## config.mk

```make
export PLATFORM = sky130hd
export DESIGN_NAME = kafq_ctrl
export DESIGN_NICKNAME = d
export VERILOG_FILES = /design/src/rtl/core/kafq_pkg.sv /design/src/rtl/core/kafq_ctrl.sv
export SDC_FILE = /design/constraint.sdc
export NUM_CORES = 1
export LEC_CHECK = 0
export ABC_AREA = 1
export BUFFER_PORTS_ARGS = -buffer_cell sky130_fd_sc_hd__buf_2
export CAP_MARGIN = 40
export CORE_AREA = 2 2 217 219
export CTS_BUF_LIST = sky130_fd_sc_hd__clkbuf_8
export CTS_CLUSTER_DIAMETER = 40
export DETAILED_ROUTE_END_ITERATION = 10
export DIE_AREA = 0 0 219 221
export GPL_TIMING_DRIVEN = 0
export PLACE_DENSITY = 0.53
export SYNTH_ARGS = -nofsm -noshare
export SYNTH_HDL_FRONTEND = slang
export SYNTH_SLANG_ARGS = --single-unit
export TNS_END_PERCENT = 50
```

## constraint.sdc

```tcl
create_clock -name clock -period 6.2 [get_ports clock]
set_clock_uncertainty 0.05 [all_clocks]
set_input_delay 0.62 -clock clock [delete_from_list [all_inputs] [get_ports clock]]
set_output_delay 0.62 -clock clock [all_outputs]
set_load 0.05 [all_outputs]
```

## src/rtl/core/kafq_pkg.sv

```systemverilog
// ----------------------------------------------------------------------------
// kafq_pkg
// shared types, widths and codes of the keyframe aware frame queue
// ----------------------------------------------------------------------------
package kafq_pkg;

   localparam int MAX_FRAMES = 64;
   localparam int PTR_W      = $clog2(MAX_FRAMES);
   localparam int CNT_W      = $clog2(MAX_FRAMES + 1);

   // fixed field widths
   localparam int OP_W      = 3;
   localparam int STATUS_W  = 3;
   localparam int ADDR_W    = 32;
   localparam int LENGTH_W  = 24;
   localparam int TIME_W    = 64;
   localparam int LEVEL_W   = 7;
   localparam int DROPS_W   = 32;
   localparam int CAP_W     = 7;
   localparam int EXT_W     = (CAP_W > CNT_W) ? CAP_W : CNT_W;

   localparam logic [CAP_W-1:0] CAP_RESET = CAP_W'(64);

   typedef enum logic [OP_W-1:0] {
      OP_PUSH          = 3'd0,
      OP_PUSH_DROP     = 3'd1,
      OP_PEEK          = 3'd2,
      OP_RELEASE       = 3'd3,
      OP_DROP_OLDEST   = 3'd4,
      OP_DROP_NON_KEY  = 3'd5,
      OP_CLEAR_DROPS   = 3'd6
   } op_type;

   localparam logic [STATUS_W-1:0] ST_OK      = 3'd0;
   localparam logic [STATUS_W-1:0] ST_FULL    = 3'd1;
   localparam logic [STATUS_W-1:0] ST_EMPTY   = 3'd2;
   localparam logic [STATUS_W-1:0] ST_NOKEY   = 3'd3;
   localparam logic [STATUS_W-1:0] ST_DROPPED = 3'd4;

   typedef struct packed {
      logic [ADDR_W-1:0]   addr;
      logic [LENGTH_W-1:0] length;
      logic [TIME_W-1:0]   stamp;
      logic                key;
   } entry_type;

   typedef struct packed {
      op_type    op;
      entry_type entry;
   } item_type;

   typedef struct packed {
      logic             we;
      logic [PTR_W-1:0] waddr;
      entry_type        wdata;
      logic             re;
      logic [PTR_W-1:0] raddr;
   } mem_req_type;

   typedef struct packed {
      logic [STATUS_W-1:0] status;
      entry_type           head;
      logic [LEVEL_W-1:0]  level;
      logic                full;
      logic                empty;
      logic [DROPS_W-1:0]  drops;
   } result_type;

endpackage

```

## src/rtl/core/kafq_ctrl.sv

```systemverilog
// ----------------------------------------------------------------------------
// kafq_ctrl
// operation sequencer: ring pointers, level, drop count, search and shift
// ----------------------------------------------------------------------------
module kafq_ctrl
   import kafq_pkg::*;
(
   input  logic             clock,
   input  logic             reset,
   input  logic             start,
   input  item_type         item,
   input  logic             cfg_clear,
   input  logic [CNT_W-1:0] cap_eff,
   input  logic             out_free,
   input  entry_type        rdata,
   output logic             idle,
   output logic             res_valid,
   output result_type       result,
   output mem_req_type      mem_req
);

   typedef enum logic [2:0] {
      S_IDLE,
      S_EXEC,
      S_SRCH_RD,
      S_SRCH_CHK,
      S_SHF_RD,
      S_SHF_WR,
      S_HEAD_RD,
      S_DONE
   } state_type;

   state_type           state_ff, state_in;
   logic [PTR_W-1:0]    head_ff, head_in;
   logic [PTR_W-1:0]    tail_ff, tail_in;
   logic [PTR_W-1:0]    pos_ff, pos_in;
   logic [CNT_W-1:0]    count_ff, count_in;
   logic [CNT_W-1:0]    steps_ff, steps_in;
   logic [DROPS_W-1:0]  drops_ff, drops_in;
   logic [STATUS_W-1:0] status_ff, status_in;
   item_type            item_ff, item_in;
   logic                full;
   logic                empty;

   function automatic logic [PTR_W-1:0] ptr_fwd(input logic [PTR_W-1:0] p,
                                                input logic [CNT_W-1:0] cap);
      logic [CNT_W-1:0] n;
      n = CNT_W'(p) + CNT_W'(1);
      if (n >= cap) begin
         return '0;
      end
      return n[PTR_W-1:0];
   endfunction

   function automatic logic [PTR_W-1:0] ptr_back(input logic [PTR_W-1:0] p,
                                                 input logic [CNT_W-1:0] cap);
      logic [CNT_W-1:0] last;
      last = cap - CNT_W'(1);
      if (p == '0) begin
         return last[PTR_W-1:0];
      end
      return p - PTR_W'(1);
   endfunction

   assign full  = (count_ff >= cap_eff);
   assign empty = (count_ff == '0);
   assign idle  = (state_ff == S_IDLE);

   always_comb begin
      state_in  = state_ff;
      head_in   = head_ff;
      tail_in   = tail_ff;
      pos_in    = pos_ff;
      count_in  = count_ff;
      steps_in  = steps_ff;
      drops_in  = drops_ff;
      status_in = status_ff;
      item_in   = item_ff;
      mem_req   = '0;
      res_valid = 1'b0;

      result.status = status_ff;
      result.head   = empty ? '0 : rdata;
      result.level  = LEVEL_W'(count_ff);
      result.full   = full;
      result.empty  = empty;
      result.drops  = drops_ff;

      if (cfg_clear) begin
         head_in  = '0;
         tail_in  = '0;
         count_in = '0;
      end

      unique case (state_ff)
         S_IDLE: begin
            if (start) begin
               item_in   = item;
               status_in = ST_OK;
               state_in  = S_EXEC;
            end
         end
         S_EXEC: begin
            state_in = S_HEAD_RD;
            case (item_ff.op)
               OP_PUSH: begin
                  if (full) begin
                     drops_in  = drops_ff + DROPS_W'(1);
                     status_in = ST_FULL;
                  end else begin
                     mem_req.we    = 1'b1;
                     mem_req.waddr = tail_ff;
                     mem_req.wdata = item_ff.entry;
                     tail_in       = ptr_fwd(tail_ff, cap_eff);
                     count_in      = count_ff + CNT_W'(1);
                  end
               end
               OP_PUSH_DROP: begin
                  // when full the tail sits on the head: overwrite it, level unchanged
                  mem_req.we    = 1'b1;
                  mem_req.waddr = tail_ff;
                  mem_req.wdata = item_ff.entry;
                  tail_in       = ptr_fwd(tail_ff, cap_eff);
                  if (full) begin
                     drops_in  = drops_ff + DROPS_W'(1);
                     head_in   = ptr_fwd(head_ff, cap_eff);
                     status_in = ST_DROPPED;
                  end else begin
                     count_in = count_ff + CNT_W'(1);
                  end
               end
               OP_PEEK: begin
                  if (empty) begin
                     status_in = ST_EMPTY;
                  end
               end
               OP_RELEASE, OP_DROP_OLDEST: begin
                  if (empty) begin
                     status_in = ST_EMPTY;
                  end else begin
                     head_in  = ptr_fwd(head_ff, cap_eff);
                     count_in = count_ff - CNT_W'(1);
                     if (item_ff.op == OP_DROP_OLDEST) begin
                        drops_in = drops_ff + DROPS_W'(1);
                     end
                  end
               end
               OP_DROP_NON_KEY: begin
                  if (empty) begin
                     status_in = ST_EMPTY;
                  end else begin
                     pos_in   = head_ff;
                     steps_in = '0;
                     state_in = S_SRCH_RD;
                  end
               end
               OP_CLEAR_DROPS: begin
                  drops_in = '0;
               end
               default: begin
               end
            endcase
         end
         S_SRCH_RD: begin
            mem_req.re    = 1'b1;
            mem_req.raddr = pos_ff;
            state_in      = S_SRCH_CHK;
         end
         S_SRCH_CHK: begin
            if (!rdata.key) begin
               if (steps_ff == '0) begin
                  drops_in = drops_ff + DROPS_W'(1);
                  head_in  = ptr_fwd(head_ff, cap_eff);
                  count_in = count_ff - CNT_W'(1);
                  state_in = S_HEAD_RD;
               end else begin
                  state_in = S_SHF_RD;
               end
            end else if (steps_ff + CNT_W'(1) == count_ff) begin
               status_in = ST_NOKEY;
               state_in  = S_HEAD_RD;
            end else begin
               pos_in   = ptr_fwd(pos_ff, cap_eff);
               steps_in = steps_ff + CNT_W'(1);
               state_in = S_SRCH_RD;
            end
         end
         S_SHF_RD: begin
            mem_req.re    = 1'b1;
            mem_req.raddr = ptr_back(pos_ff, cap_eff);
            state_in      = S_SHF_WR;
         end
         S_SHF_WR: begin
            // copy the older neighbor one slot toward the tail
            mem_req.we    = 1'b1;
            mem_req.waddr = pos_ff;
            mem_req.wdata = rdata;
            pos_in        = ptr_back(pos_ff, cap_eff);
            steps_in      = steps_ff - CNT_W'(1);
            if (steps_ff == CNT_W'(1)) begin
               drops_in = drops_ff + DROPS_W'(1);
               head_in  = ptr_fwd(head_ff, cap_eff);
               count_in = count_ff - CNT_W'(1);
               state_in = S_HEAD_RD;
            end else begin
               state_in = S_SHF_RD;
            end
         end
         S_HEAD_RD: begin
            mem_req.re    = 1'b1;
            mem_req.raddr = head_ff;
            state_in      = S_DONE;
         end
         S_DONE: begin
            if (out_free) begin
               res_valid = 1'b1;
               state_in  = S_IDLE;
            end
         end
         default: begin
            state_in = S_IDLE;
         end
      endcase
   end

   always_ff @(posedge clock) begin
      if (reset) begin
         state_ff  <= S_IDLE;
         head_ff   <= '0;
         tail_ff   <= '0;
         count_ff  <= '0;
         drops_ff  <= '0;
         pos_ff    <= '0;
         steps_ff  <= '0;
         status_ff <= ST_OK;
         item_ff   <= '0;
      end else begin
         state_ff  <= state_in;
         head_ff   <= head_in;
         tail_ff   <= tail_in;
         count_ff  <= count_in;
         drops_ff  <= drops_in;
         pos_ff    <= pos_in;
         steps_ff  <= steps_in;
         status_ff <= status_in;
         item_ff   <= item_in;
      end
   end

   a_level_in_range: assert property (@(posedge clock) disable iff (reset)
      count_ff <= cap_eff)
      else $error("queue level exceeds capacity");

   a_ptrs_in_range: assert property (@(posedge clock) disable iff (reset)
      (CNT_W'(head_ff) < cap_eff) && (CNT_W'(tail_ff) < cap_eff))
      else $error("ring pointer outside capacity");

   a_ring_consistent: assert property (@(posedge clock) disable iff (reset)
      (state_ff == S_IDLE && (count_ff == '0 || count_ff == cap_eff))
      |-> (head_ff == tail_ff))
      else $error("head and tail disagree with level");

   a_no_write_idle: assert property (@(posedge clock) disable iff (reset)
      (state_ff == S_IDLE || state_ff == S_DONE) |-> !mem_req.we)
      else $error("memory write outside an operation");

endmodule

```

Word-level counts from Yosys, hierarchy flattened:

Index checks and enable logic that the tools add are counted.

* add/sub/neg operators: 10
* $lt $le $gt $ge: 4
* equality and inequality tests: 33
* muxes and demuxes: 100
* reduce and logical (&&, ||, !) cells: 15

Operator list (count)
* 128-bit one-hot mux with 2 select lines: 2
* 32-bit 2-to-1 mux: 6
* 32-bit one-hot mux with 3 select lines: 2
* 6-bit 2-to-1 mux: 26
* 128-bit 2-to-1 mux: 1
* 121-bit 2-to-1 mux: 1
* 7-bit 2-to-1 mux: 10
* 7-bit one-hot mux with 3 select lines: 3
* 3-bit 2-to-1 mux: 12
* 6-bit one-hot mux with 3 select lines: 2
* 32-bit by 1-bit adder with 32-bit output (second input constant): 1
* 7-bit greater-or-equal comparator: 4
* 1-bit 2-to-1 mux: 27
* 3-bit one-hot mux with 8 select lines: 1
* 6-bit one-hot mux with 2 select lines: 2
* 6-bit by 1-bit adder with 7-bit output (second input constant): 3
* 3-bit == test (second input constant): 7
* 2-bit inequality test (second input constant): 9
* 3-bit inequality test (second input constant): 6
* 3-bit one-hot mux with 3 select lines: 2
* 8-bit AND reduction: 2
* 7-bit by 1-bit adder with 7-bit output (second input constant): 2
* 7-bit zero test: 2
* 7-bit one-hot mux with 2 select lines: 1
* 16 further kinds: 28

* flip-flop bits (word level): 194
* input port bits: 257
* word-level logic and storage cells: 175

Depth between registers and ports, before layout:

* word-level depth: 10
* mapped depth: 18

Worst setup path before layout:

OpenSTA, ideal clock, no wires.

* path kind: register to output
* start point: reg count_ff[6]
* end point: out mem_req[68] (netlist name)
* arrival time: 3.232 ns
* required time: 5.530 ns
* setup slack: 2.298 ns
* cell stages (with the launch flop): 9
* path through: dfxtp_1 ha_1 a21o_1 nor2_1 nand3_2 nand2_1 nand2_1 buf_2 o32ai_1

RTL lines
* from (decl): RTL line kafq_ctrl.sv:37 `logic [CNT_W-1:0] count_ff, count_in;`
* from (signal assigned): RTL line kafq_ctrl.sv:241 `count_ff <= count_in;`
* to (decl): RTL line kafq_ctrl.sv:19 `output mem_req_type mem_req`

==> results.ini <==
[yosys]
synth_common_cells=358 x inv_1, 307 x nand2_1, 244 x nor2_1
netlist_area_sq_um=12700
syn_avg_cell_area_sq_um=6.26
synth-edff-count=0
ys_seq_elements=194
postSynth.asyncResetShare_pct=0
yosysMostFrequentCell=inv_1
seq_area_frac_synth_pct=30.7
ys_top_cells_by_area=dfxtp_1 31%, inv_1 11%, nand2_1 9.1%, a21oi_1 8.8%, nor2_1 7.2%
yosys.area.top_type_share_pct=30.7
synthDistinctLibCells=46
ys_dominant_reg_cell=dfxtp_1
synth_area_leader_cell=dfxtp_1
netlist_instances=2021
syn-num-nets=2317
yosys_warnings=0

[placement]
dp.cells=3188
place_congestion=0.977
place_ws_ns=1.81
dp_hpwl_mm=54.8
port_buffers=557

[global_route]
overflow=0
grt_pass1_wl_mm=96.3
grt.total_usage_pct=26.6
grt_pass1_vias=15200
grt_max_degree=17
antenna_found_initial=12

[clock_network]
cts_hold_buffers=0
cts.path.max_buffers=2
clk_latency_ns=0.54
clock_sinks=194
path_clk_slew_ns=0.12
cts-root-buf=clkbuf_8
h-tree-depth=4
tritoncts=done
postCtsResizedCells=0
postCtsSetupBuffers=0
cts_made_buffers=17

[finish]
nets=2896
regArea_sq_um=3880
multi_input_area_sq_um=6890
fillCellCount=5267
final-instance-count-excl-fill=3225
areaGrowthSynthToFinish_pct=31.2
drive_gt1_share_pct=25.1

[timing]
maxSlewViolCount=0
holdWs_ns=0.299
timing.final.ws_setup_ns=1.44
finalHoldViolCount=0
fmax_mhz=210
setup_viol=0
slew_headroom_pct=44.0
fin_crit_ns=4.76
finalCritPeriodShare_pct=76.8
tns_ns=0
rsz0062_at_grt=false
worst_pin_slew_ns=0.841

[worst_setup_path]
crit_type=flop to primary output
startpoint_type=flop
endpoint_kind=primary output
crit_slowest_cell=dfxtp_1
path_delay_family=buffers and inverters
timing.critical_path.buf_inv=5
cpMostUsedCell=nand2_1
cp_max_fo=10
arrival_ns=4.09
path_cells=inv_1 -> ha_1 -> nand2_1 -> nor2_1 -> nand3b_1 -> nand3_2 -> nand2_1 -> nand2_1 -> clkbuf_1 -> buf_8 -> buf_2 -> o22ai_1 -> buf_2
critPathMaxStageDelay_ns=0.60
path_depth=13
required_ns=5.53
reg2regPathDepth=11

[run_status]
status=finished clean

[detailed_routing]
antenna_left=0
drtPass1Iterations=5
viasPerCell=4.90
drc=0
vias=15800
wl_per_cell_microns=20.6
routed_wl_mm=66.4
drt_iter0_markers=1020

[floorplan]
core_area_sq_um=46100
dieArea_sq_um=48400
fp.dieH_microns=221
die_w_microns=219
rows=79
start_util_pct=27.5
io_pins=559

[hold_path]
worstHoldPathCells=3
min_path_type=primary input to flop

[pwr]
power_w=0.00587
p_leak_nw=8.48
ir_worst_vdd_uv=292
powerDensity_nw_per_um2=353

[job]
maxCapViolCount=0

[cell families (layout without fill, tap and decap cells)]
| logic type | Yosys count | after routing | synth area share [%] |
|---|---|---|---|
| adders and majority gates | 39 | 39 | 3.85 |
| AOI/OAI and AO/OA | 534 | 534 | 23.2 |
| DFF | 194 | 194 | 30.7 |
| xor gates and xnor gates | 44 | 44 | 3.04 |
| and+or+nand+nor | 723 | 723 | 24.3 |
| buffers and inverters | 487 | 1079 | 14.9 |
| other | 0 | 5 | 0 |
[cell usage in the layout (no fill, tap or decap), types with 3 or more instances in the layout]
master      synthesis  layout
buf_2              16     573
inv_1             358     361
nand2_1           307     307
nor2_1            244     244
a21oi_1           223     223
dfxtp_1           194     194
o21ai_0           155     155
o22ai_1           124     124
nand3_1            90      90
clkbuf_1           84      84
ha_1               39      39
xor2_1             33      33
nand4_1            31      31
nor3_1             23      23
clkbuf_8            0      20
inv_2              15      15
xnor2_1            11      11
o221ai_1            7       7
buf_4               7       7
nor2_4              6       6
diode_2             0       5
nor2_2              5       5
nand3b_1            4       4
buf_6               2       4
a21o_1              3       3
nand2_2             3       3
buf_1               3       3
nor3b_1             3       3
o21bai_1            3       3
inv_6               0       3
clkinvlp_4          0       3
[flip-flops by register name, indices dropped and copies added, names as in the netlist]
| signal | count |
|---|---|
| tail_ff | 6 |
| head_ff | 6 |
| drops_ff | 32 |
| status_ff | 3 |
| state_ff | 3 |
| count_ff | 7 |
| steps_ff | 7 |
| pos_ff | 6 |
| item_ff | 124 |
[where the power goes]
part	internal [W]	leakage [nW]	switching (W)
Sequential	0.00143	1.59	0.000112
Clock	0.000310	0.188	0.000530
Combinational	0.000783	6.70	0.00270
Total	0.00252	8.48	0.00335
[final cells by class]
| class | count | share of cell area (%) |
|---|---|---|
| multi-input cells | 1340 | 41.4 |
| flip-flops and latches | 194 | 23.4 |
| repair buffers | 560 | 17.0 |
| inverters | 375 | 8.47 |
| well taps | 607 | 4.57 |
| plain buffers | 112 | 2.90 |
| clock buffers | 20 | 1.66 |
| clock inverters | 12 | 0.490 |
| diodes | 5 | 0.0753 |
[worst paths after layout]
check | start | slack, ns | to
hold reg to reg | item_ff[11] | 0.41 | item_ff[11]
setup reg to reg | count_ff[0] | 3.12 | tail_ff[2]
setup / recovery | count_ff[0] | 1.44 | mem_req[111]
hold / removal | item[106] | 0.30 | item_ff[106]
[layer usage]
metal  track usage (%)  part of all wire (%)  vias to the layer above  wire [microns]
met3              6.82                   7.3                       66            4850
li1                  -                     -                     7714               -
met2              45.2                    48                      539           32100
met4              5.80                   1.7                       14            1140
met1              33.5                    43                     7476           28200
met5                 0                  0.14                        -              93
[tightest hold or removal path: stages]
cell,delay [ns]
buf_2,0.07
o21ai_0,0.07
a21oi_1,0.10
[per-stage QoR]
step	util [%]	area (sq um)
after CTS	36.0	16600
after global routing	36.0	16600
after floorplan	-	12700
final	36.1	16600
after global placement	35.2	16200
after detailed placement	35.3	16200
Note: power is estimated with default switching activity, not from simulation.
